<file path="config.mk">
export PLATFORM = sky130hd
export DESIGN_NAME = k_way_sorted_merge
export DESIGN_NICKNAME = d
export VERILOG_FILES = /design/src/sv/kwm_pkg.sv /design/src/sv/kwm_ctrl.sv /design/src/sv/kwm_dp.sv /design/src/sv/k_way_sorted_merge.sv
export SDC_FILE = /design/constraint.sdc
export NUM_CORES = 2
export LEC_CHECK = 0
export BUFFER_PORTS_ARGS = -buffer_cell sky130_fd_sc_hd__clkbuf_2
export CORE_ASPECT_RATIO = 1.2
export CORE_MARGIN = 1.5
export CORE_UTILIZATION = 50
export CTS_BUF_LIST = sky130_fd_sc_hd__clkbuf_2
export CTS_CLUSTER_DIAMETER = 40
export DETAILED_ROUTE_END_ITERATION = 8
export PLACE_DENSITY = 0.71
export SLEW_MARGIN = 20
export SYNTH_ARGS = -nofsm -noshare
export SYNTH_HDL_FRONTEND = slang
export SYNTH_HIERARCHICAL = 1
export SYNTH_SLANG_ARGS = --single-unit
</file>
<file path="constraint.sdc">
create_clock -name clk -period 11 [get_ports clk]
set_clock_uncertainty 0.05 [all_clocks]
set_input_delay 2.2 -clock clk [delete_from_list [all_inputs] [get_ports clk]]
set_output_delay 2.2 -clock clk [all_outputs]
set_load 0.005 [all_outputs]
</file>
<file path="src/sv/kwm_pkg.sv">
// Shared constants, payload types and control bundles for the k-way sorted merge.
package kwm_pkg;

  localparam int NUM_LISTS  = 4;
  localparam int LIST_DEPTH = 16;

  localparam int IDX_W  = $clog2(NUM_LISTS);
  localparam int USED_W = $clog2(NUM_LISTS + 1);
  localparam int PTR_W  = $clog2(LIST_DEPTH);
  localparam int CNT_W  = $clog2(LIST_DEPTH + 1);

  localparam int LC_W    = 3;
  localparam int PADDR_W = 3;
  localparam int PDATA_W = 32;

  localparam logic       CMD_APPEND = 1'b0;
  localparam logic       CMD_CLOSE  = 1'b1;

  localparam logic [1:0] ST_ELEM   = 2'd0;
  localparam logic [1:0] ST_REJECT = 2'd1;
  localparam logic [1:0] ST_FINISH = 2'd2;

  localparam logic [31:0] KEY_FLIP = 32'h8000_0000;

  typedef struct packed {
    logic               command;
    logic [1:0]         list_index;
    logic signed [31:0] value;
  } in_t;

  typedef struct packed {
    logic [1:0]         status;
    logic signed [31:0] merged_value;
    logic [1:0]         source_list;
    logic               last_of_merge;
  } out_t;

  typedef struct packed {
    logic latch_in;
    logic apply;
    logic reject;
    logic scan_clear;
    logic scan_step;
    logic emit_finish;
    logic emit_elem;
  } kwm_cmd_t;

  typedef struct packed {
    logic reject;
    logic scan_last;
    logic ready;
    logic have;
    logic done;
    logic out_free;
  } kwm_stat_t;

endpackage

</file>
<file path="src/sv/kwm_ctrl.sv">
// Sequencer for the merge: input intake, list scan rounds and result issue.
module kwm_ctrl (
  input  logic              clk,
  input  logic              rst,
  input  logic              in_valid,
  output logic              in_ready,
  input  kwm_pkg::kwm_stat_t stat,
  output kwm_pkg::kwm_cmd_t  cmd
);
  import kwm_pkg::*;

  localparam logic [2:0] S_IDLE   = 3'd0;
  localparam logic [2:0] S_APPLY  = 3'd1;
  localparam logic [2:0] S_SCAN   = 3'd2;
  localparam logic [2:0] S_DRAIN  = 3'd3;
  localparam logic [2:0] S_DECIDE = 3'd4;

  logic [2:0] state, state_next;

  always_ff @(posedge clk) begin
    if (rst) begin
      state <= S_IDLE;
    end else begin
      state <= state_next;
    end
  end

  always_comb begin
    state_next = state;
    cmd        = '0;
    in_ready   = 1'b0;
    case (state)
      S_IDLE: begin
        in_ready = 1'b1;
        if (in_valid) begin
          cmd.latch_in = 1'b1;
          state_next   = S_APPLY;
        end
      end
      S_APPLY: begin
        if (stat.reject) begin
          // hold until the output register can take the rejection
          if (stat.out_free) begin
            cmd.reject     = 1'b1;
            cmd.scan_clear = 1'b1;
            state_next     = S_SCAN;
          end
        end else begin
          cmd.apply      = 1'b1;
          cmd.scan_clear = 1'b1;
          state_next     = S_SCAN;
        end
      end
      S_SCAN: begin
        cmd.scan_step = 1'b1;
        if (stat.scan_last) begin
          state_next = S_DRAIN;
        end
      end
      S_DRAIN: begin
        state_next = S_DECIDE;
      end
      S_DECIDE: begin
        if (!stat.ready) begin
          state_next = S_IDLE;
        end else if (stat.out_free) begin
          if (!stat.have) begin
            cmd.emit_finish = 1'b1;
            state_next      = S_IDLE;
          end else begin
            cmd.emit_elem = 1'b1;
            if (stat.done) begin
              state_next = S_IDLE;
            end else begin
              cmd.scan_clear = 1'b1;
              state_next     = S_SCAN;
            end
          end
        end
      end
      default: begin
        state_next = S_IDLE;
      end
    endcase
  end

endmodule

</file>
<file path="src/sv/kwm_dp.sv">
// List buffers, head scan accumulator, list_count register and output register.
module kwm_dp (
  input  logic                        clk,
  input  logic                        rst,
  input  kwm_pkg::in_t                in_item,
  input  kwm_pkg::kwm_cmd_t           cmd,
  output kwm_pkg::kwm_stat_t          stat,
  output logic                        out_valid,
  input  logic                        out_ready,
  output kwm_pkg::out_t               out_item,
  input  logic                        cfg_we,
  input  logic [kwm_pkg::LC_W-1:0]    cfg_data,
  output logic [kwm_pkg::LC_W-1:0]    list_count
);
  import kwm_pkg::*;

  logic signed [31:0] store [NUM_LISTS][LIST_DEPTH];

  in_t              in_reg;
  logic [CNT_W-1:0] fill   [NUM_LISTS];
  logic [PTR_W-1:0] rdpos  [NUM_LISTS];
  logic             closed [NUM_LISTS];

  logic [IDX_W-1:0] idx, idx_d;
  logic             step_d;
  logic [31:0]      rd_data;
  logic             acc_ready, acc_have;
  logic [IDX_W-1:0] acc_best;
  logic [31:0]      acc_key;

  logic [USED_W-1:0] used;
  logic [IDX_W-1:0]  li;
  logic [PTR_W-1:0]  wr_pos;
  logic [PTR_W-1:0]  pop_pos;
  logic [31:0]       cand_key;
  logic              done;
  logic              out_free;

  always_comb begin
    if (list_count == '0) begin
      used = USED_W'(1);
    end else if (int'(list_count) > NUM_LISTS) begin
      used = USED_W'(NUM_LISTS);
    end else begin
      used = USED_W'(list_count);
    end
  end

  assign li = IDX_W'(in_reg.list_index);

  // write slot is head plus fill, wrapped once
  always_comb begin
    logic [PTR_W:0] sum;
    sum = (PTR_W + 1)'(rdpos[li]) + (PTR_W + 1)'(fill[li]);
    if (int'(sum) >= LIST_DEPTH) begin
      sum = sum - (PTR_W + 1)'(LIST_DEPTH);
    end
    wr_pos = sum[PTR_W-1:0];
  end

  always_comb begin
    if (int'(rdpos[acc_best]) == LIST_DEPTH - 1) begin
      pop_pos = '0;
    end else begin
      pop_pos = rdpos[acc_best] + PTR_W'(1);
    end
  end

  assign cand_key = rd_data ^ KEY_FLIP;

  // merge ends once every list in use is closed and would be empty after the pop
  always_comb begin
    done = 1'b1;
    for (int i = 0; i < NUM_LISTS; i++) begin
      if (i < int'(used)) begin
        if (!closed[i]) begin
          done = 1'b0;
        end
        if (!((fill[i] == '0) ||
              (IDX_W'(i) == acc_best && fill[i] == CNT_W'(1)))) begin
          done = 1'b0;
        end
      end
    end
  end

  assign out_free = !out_valid || out_ready;

  always_comb begin
    stat.reject    = (int'(in_reg.list_index) >= int'(used)) || closed[li] ||
                     (in_reg.command == CMD_APPEND && int'(fill[li]) >= LIST_DEPTH);
    stat.scan_last = (int'(idx) == int'(used) - 1);
    stat.ready     = acc_ready;
    stat.have      = acc_have;
    stat.done      = done;
    stat.out_free  = out_free;
  end

  // buffer memory: one write, one registered read a cycle
  always_ff @(posedge clk) begin
    if (cmd.apply && in_reg.command == CMD_APPEND) begin
      store[li][wr_pos] <= in_reg.value;
    end
    rd_data <= store[idx][rdpos[idx]];
  end

  always_ff @(posedge clk) begin
    if (cmd.latch_in) begin
      in_reg <= in_item;
    end
    if (cmd.reject) begin
      out_item <= '{status: ST_REJECT, merged_value: '0,
                    source_list: in_reg.list_index, last_of_merge: 1'b0};
    end else if (cmd.emit_finish) begin
      out_item <= '{status: ST_FINISH, merged_value: '0,
                    source_list: '0, last_of_merge: 1'b1};
    end else if (cmd.emit_elem) begin
      out_item <= '{status: ST_ELEM, merged_value: $signed(acc_key ^ KEY_FLIP),
                    source_list: 2'(acc_best), last_of_merge: done};
    end
    if (step_d && fill[idx_d] != '0) begin
      if (!acc_have || cand_key < acc_key) begin
        acc_best <= idx_d;
        acc_key  <= cand_key;
      end
    end
  end

  always_ff @(posedge clk) begin
    if (rst) begin
      list_count <= LC_W'(4);
      out_valid  <= 1'b0;
      idx        <= '0;
      idx_d      <= '0;
      step_d     <= 1'b0;
      acc_ready  <= 1'b0;
      acc_have   <= 1'b0;
      for (int i = 0; i < NUM_LISTS; i++) begin
        fill[i]   <= '0;
        rdpos[i]  <= '0;
        closed[i] <= 1'b0;
      end
    end else begin
      if (cfg_we) begin
        list_count <= cfg_data;
      end

      if (cmd.reject || cmd.emit_finish || cmd.emit_elem) begin
        out_valid <= 1'b1;
      end else if (out_ready) begin
        out_valid <= 1'b0;
      end

      step_d <= cmd.scan_step;
      idx_d  <= idx;
      if (cmd.scan_clear) begin
        idx <= '0;
      end else if (cmd.scan_step) begin
        idx <= idx + IDX_W'(1);
      end

      if (cmd.scan_clear) begin
        acc_ready <= 1'b1;
        acc_have  <= 1'b0;
      end else if (step_d) begin
        if (fill[idx_d] == '0) begin
          if (!closed[idx_d]) begin
            acc_ready <= 1'b0;
          end
        end else begin
          acc_have <= 1'b1;
        end
      end

      if (cmd.apply) begin
        if (in_reg.command == CMD_APPEND) begin
          fill[li] <= fill[li] + CNT_W'(1);
        end else begin
          closed[li] <= 1'b1;
        end
      end

      // reopen every list for the next merge, else pop the emitted head
      if (cmd.emit_finish || (cmd.emit_elem && done)) begin
        for (int i = 0; i < NUM_LISTS; i++) begin
          fill[i]   <= '0;
          rdpos[i]  <= '0;
          closed[i] <= 1'b0;
        end
      end else if (cmd.emit_elem) begin
        rdpos[acc_best] <= pop_pos;
        fill[acc_best]  <= fill[acc_best] - CNT_W'(1);
      end
    end
  end

endmodule

</file>
<file path="src/sv/k_way_sorted_merge.sv">
// Top level of the k-way sorted merge: APB register port, controller and datapath.
// Each input item appends a value to one list or closes it; items for a list not in use, closed
// or full are rejected. The block then emits the smallest list head (lowest list on ties) for as
// long as every list in use holds an element or is closed, marks the last element of a merge and
// reopens all lists; once all lists in use are closed and empty it emits a finish result. Each
// round (one result, or the finding that no result is due) reads the heads one list per cycle
// from the registered read port of the buffer memory and compares them against a running
// minimum. A finished result sits in an output register, so the next scan round runs while
// it waits to be taken.
module k_way_sorted_merge (
  input  logic                          clk,
  input  logic                          rst,
  input  logic                          in_valid,
  output logic                          in_ready,
  input  kwm_pkg::in_t                  in_item,
  output logic                          out_valid,
  input  logic                          out_ready,
  output kwm_pkg::out_t                 out_item,
  input  logic                          psel,
  input  logic                          penable,
  input  logic                          pwrite,
  input  logic [kwm_pkg::PADDR_W-1:0]   paddr,
  input  logic [kwm_pkg::PDATA_W-1:0]   pwdata,
  output logic [kwm_pkg::PDATA_W-1:0]   prdata,
  output logic                          pready
);
  import kwm_pkg::*;

  kwm_cmd_t        cmd;
  kwm_stat_t       stat;
  logic            cfg_we;
  logic [LC_W-1:0] list_count;

  assign pready = 1'b1;
  assign cfg_we = psel && penable && pwrite && !paddr[PADDR_W-1];
  assign prdata = paddr[PADDR_W-1] ? '0 : PDATA_W'(list_count);

  kwm_ctrl u_ctrl (
    .clk      (clk),
    .rst      (rst),
    .in_valid (in_valid),
    .in_ready (in_ready),
    .stat     (stat),
    .cmd      (cmd)
  );

  kwm_dp u_dp (
    .clk        (clk),
    .rst        (rst),
    .in_item    (in_item),
    .cmd        (cmd),
    .stat       (stat),
    .out_valid  (out_valid),
    .out_ready  (out_ready),
    .out_item   (out_item),
    .cfg_we     (cfg_we),
    .cfg_data   (pwdata[LC_W-1:0]),
    .list_count (list_count)
  );

endmodule

</file>
==> results by group <==
Outcome
  • Status: completed

Route
  • # DRC: 0
  • Routed length per instance: 27.8 µm
  • Antenna Nets Post-Route: 0
  • Avg Vias per Cell: 6.05
  • DRT Pass-1 Iters: 6
  • Routed met3 length: 23100 µm
  • Routed vias: 51933
  • Max layer used: met5
  • Routed WL: 238000 µm
  • Starting DRT DRC Count: 6043
  • DR WL met2: 116000 µm
  • M1 WL: 86300 µm

Worst setup path
  • R2R Path End: u_dp/store[1][489]
  • Crit-path max FO: 22
  • Worst flop-to-flop path startpoint: u_dp/li[0]
  • FF-to-FF path depth: 14
  • Critical Path Sink Type: flop
  • Critical Path Slowest Stage Cell: nor2_1
  • Critical Path Source Type: flop
  • Worst Path Required: 12.35 ns
  • Worst reg-to-reg setup slack: 5.15 ns
  • Worst path cell trace: inv_1 > ha_1 > nand2b_1 > a21oi_1 > nor2_1 > nor2_1 > o21ai_0 > nor3_1 > nor2b_1 > nand2_1 > nor2_1 > nand2_1 > nor2_4 > buf_4
  • Setup CP Type: flop to flop
  • Worst endpoint data arrival time: 7.21 ns
  • Crit-path most repeated cell: nor2_1
  • CP peak stage delay: 0.81 ns

Synthesis
  • Post-synth top area share: 0.724
  • Synth cell types: 74
  • Synth Instances: 5432
  • Syn avg cell area: 16.5 µm²
  • Sequential area share after synthesis: 0.744
  • Mapped Area: 89400 µm²
  • Leading area contributor after synthesis: edfxtp_1
  • Async S/R FF share, synth: 0
  • Synthesized flop and latch total: 2246
  • Post-synth EDFFs: 2155
  • Ys Warns: 6
  • Post-synth top flop: edfxtp_1
  • Synth area leaders: edfxtp_1 (72%), mux2i_1 (5.4%), mux4_2 (3.1%)

Clocking
  • CTS clk-pin slew, worst paths: 0.11 ns
  • CTS Buf Count: 541
  • Clock Sinks: 2246
  • Clk_lat worst skew: 1.84 ns
  • Longest Clk Path Bufs: 4
  • CTS tree: built
  • Root buffer cell: clkbuf_2
  • Post CTS Setup Buffer Count: 0
  • Post-CTS sizing: 0
  • CTS Hold Buffers Added: 0
  • CTS H-tree depth: 6

GRT
  • Pin count of the biggest net entering global routing: 140
  • Initial antenna violation count: 18
  • Global-route wire length before repair: 339000 µm
  • GRT Residual Overflow: 0
  • Total GRT Usage: 0.260
  • Vias in the first global route: 51847

Pwr
  • VDD IR max: 0.0911 mV
  • Leakage Power: 32.9 nW
  • Switch share: 0.257
  • Pwr/cell area: 164 nW/µm²
  • Combinational power share: 0.079
  • Clock power share: 0.327
  • Net Sw Power: 4.14 mW
  • Internal power: 12.0 mW
  • Flop pwr share: 0.594

Min path
  • Min-delay src: u_dp/rd_data[27]
  • Worst hold stages: 0
  • Hold crit path type: flop to flop
  • Hold EP: u_dp/acc_key[27]

STA
  • Setup Viol. Count Final: 0
  • RSZ-0062 raised after global routing: no
  • FMAX: 171 MHz
  • Slew @ Worst Pin: 1.28 ns
  • Setup TNS: 0 ns
  • Tmin final: 5.85 ns
  • Slew Viols, Final: 0
  • Final hold violation count: 0
  • Final worst-path cycle share: 0.532
  • Slack of the critical path: 5.15 ns
  • Relative slew margins: 0.149

Die
  • Die outline height: 466 µm
  • Starting Density: 0.504
  • Std-Cell Core Area: 177000 µm²
  • Die area: 181000 µm²
  • Rows: 169
  • Top Ports: 149
  • Die Width: 389 µm

Final layout
  • Area Growth Syn to Fin: 9.45%
  • Most common cell after layout, fill and taps aside: edfxtp_1
  • Layout cells sized above 1: 0.235
  • Fin nets: 6016
  • Largest register FFs: 2048
  • Multi-input logic area: 21600 µm²
  • Register area: 66500 µm²
  • FILL cells: 13725
  • Most frequent cells in the layout: edfxtp_1 (2155), clkbuf_2 (868), mux2i_1 (482)

Job
  • Max-cap violations: 0

Place
  • IO buf count: 87
  • DP Wirelength: 130000 µm
  • Pre-CTS WS: 5.29 ns
  • Placer Congestion: 0.871
-- worst max-delay path, delay by kind of cell, from the launching register on --
kind | cells | cell delay (ns)
adders and majority gates | 1 | 0.33
AOI/OAI and AO/OA | 2 | 0.32
buffers and inverters | 2 | 0.70
and+or+nand+nor | 9 | 3.42
DFF | 1 | 0.64
-- synthesized netlist by cell type (3+ instances only) --
cell       number
nand2_1       438
nor3_1         46
a31oi_1       127
a221oi_2        3
and2b_2         3
a311oi_1       10
a221oi_1        4
edfxtp_1     2155
mux2_2        157
a211o_1         8
xor2_1          6
a22oi_1        38
and4_1         10
o41ai_1         4
and3_1          6
a21oi_1       224
a22o_1         24
and2_1          8
inv_1          56
buf_1          34
nor2b_1       163
or3_1           5
nor4_1         47
or2_2           8
nor2_1        195
o22ai_1         7
mux2i_1       485
o21ai_0       176
a2111oi_0      10
nand4_1        29
buf_4          53
buf_2         103
a21o_1          4
buf_6           9
mux4_2        123
nand3_1        17
o211ai_1       20
clkbuf_1      165
a311o_1        11
a211oi_1      237
ha_1           41
dfxtp_1        91
o22a_1         16
nand2b_1       10
xnor2_1         8
-- logic make-up after synthesis --
logic type / synth area share
buffers and inverters: 0.0224
AO/OA/AOI/OAI: 0.0676
flip-flops: 0.744
AND/OR/NAND/NOR: 0.0521
adder cells (fa/ha/maj): 0.00596
other: 0.0000840
XOR/XNOR: 0.00189
multiplexers: 0.106
-- power groups by stage --
stage               Clock (mW)  Combinational (mW)  Sequential, mW
finish                    5.27                1.27            9.56
global route              5.77                1.32            9.57
CTS                       5.37                1.25            9.56
detailed placement           0                1.24            9.76
global placement             0                1.21            9.75
floorplan                    0               0.673            9.79
-- worst max path at each step --
| stage | startpoint | end | slack (ns) | depth (start not counted) |
|---|---|---|---|---|
| 3_3_place_gp | u_dp/li[0] | u_dp/store[1][501] | 5.27 | 14 |
| 6_report | u_dp/li[0] | u_dp/store[1][489] | 5.15 | 14 |
| 2_1_floorplan | in_valid | flop | 4.21 | 2 |
| 3_5_place_dp | u_dp/li[0] | u_dp/store[1][506] | 5.29 | 14 |
| 5_1_grt | u_dp/li[0] | u_dp/store[1][499] | 4.85 | 14 |
| 4_1_cts | u_dp/li[0] | u_dp/store[1][489] | 5.20 | 14 |
-- layout make-up --
class,instances,area share
sequential,2246,0.680
multi-input combinational,2792,0.221
clock buffer,781,0.0399
tap,2308,0.0295
timing repair buffer,260,0.0194
clock inverter,117,0.00730
inverter,56,0.00217
antenna,19,0.000486
-- through the flow --
| stage | power [mW] | utilization | hold slack [ns] | std cells | area [µm²] |
|---|---|---|---|---|---|
| final | 16.1 | 0.552 | 0.332 | 8579 | 97800 |
| after global routing | 16.7 | 0.552 | 0.353 | 8577 | 97800 |
| after CTS | 16.2 | 0.551 | 0.309 | 8557 | 97700 |
| after detailed placement | 11.0 | 0.525 | 0.372 | 7659 | 93100 |
| after global placement | 11.0 | 0.525 | 0.370 | 7657 | 93000 |
| after floorplan | 10.5 | - | 0.359 | 5460 | 89500 |
-- layer usage --
metal | vias up | global-route usage
met1 | 25920 | 0.318
met3 | 555 | 0.0569
met4 | 12 | 0.148
met5 | - | 0
met2 | 2983 | 0.427
li1 | 22463 | -
(Power assumes the default switching activity.)
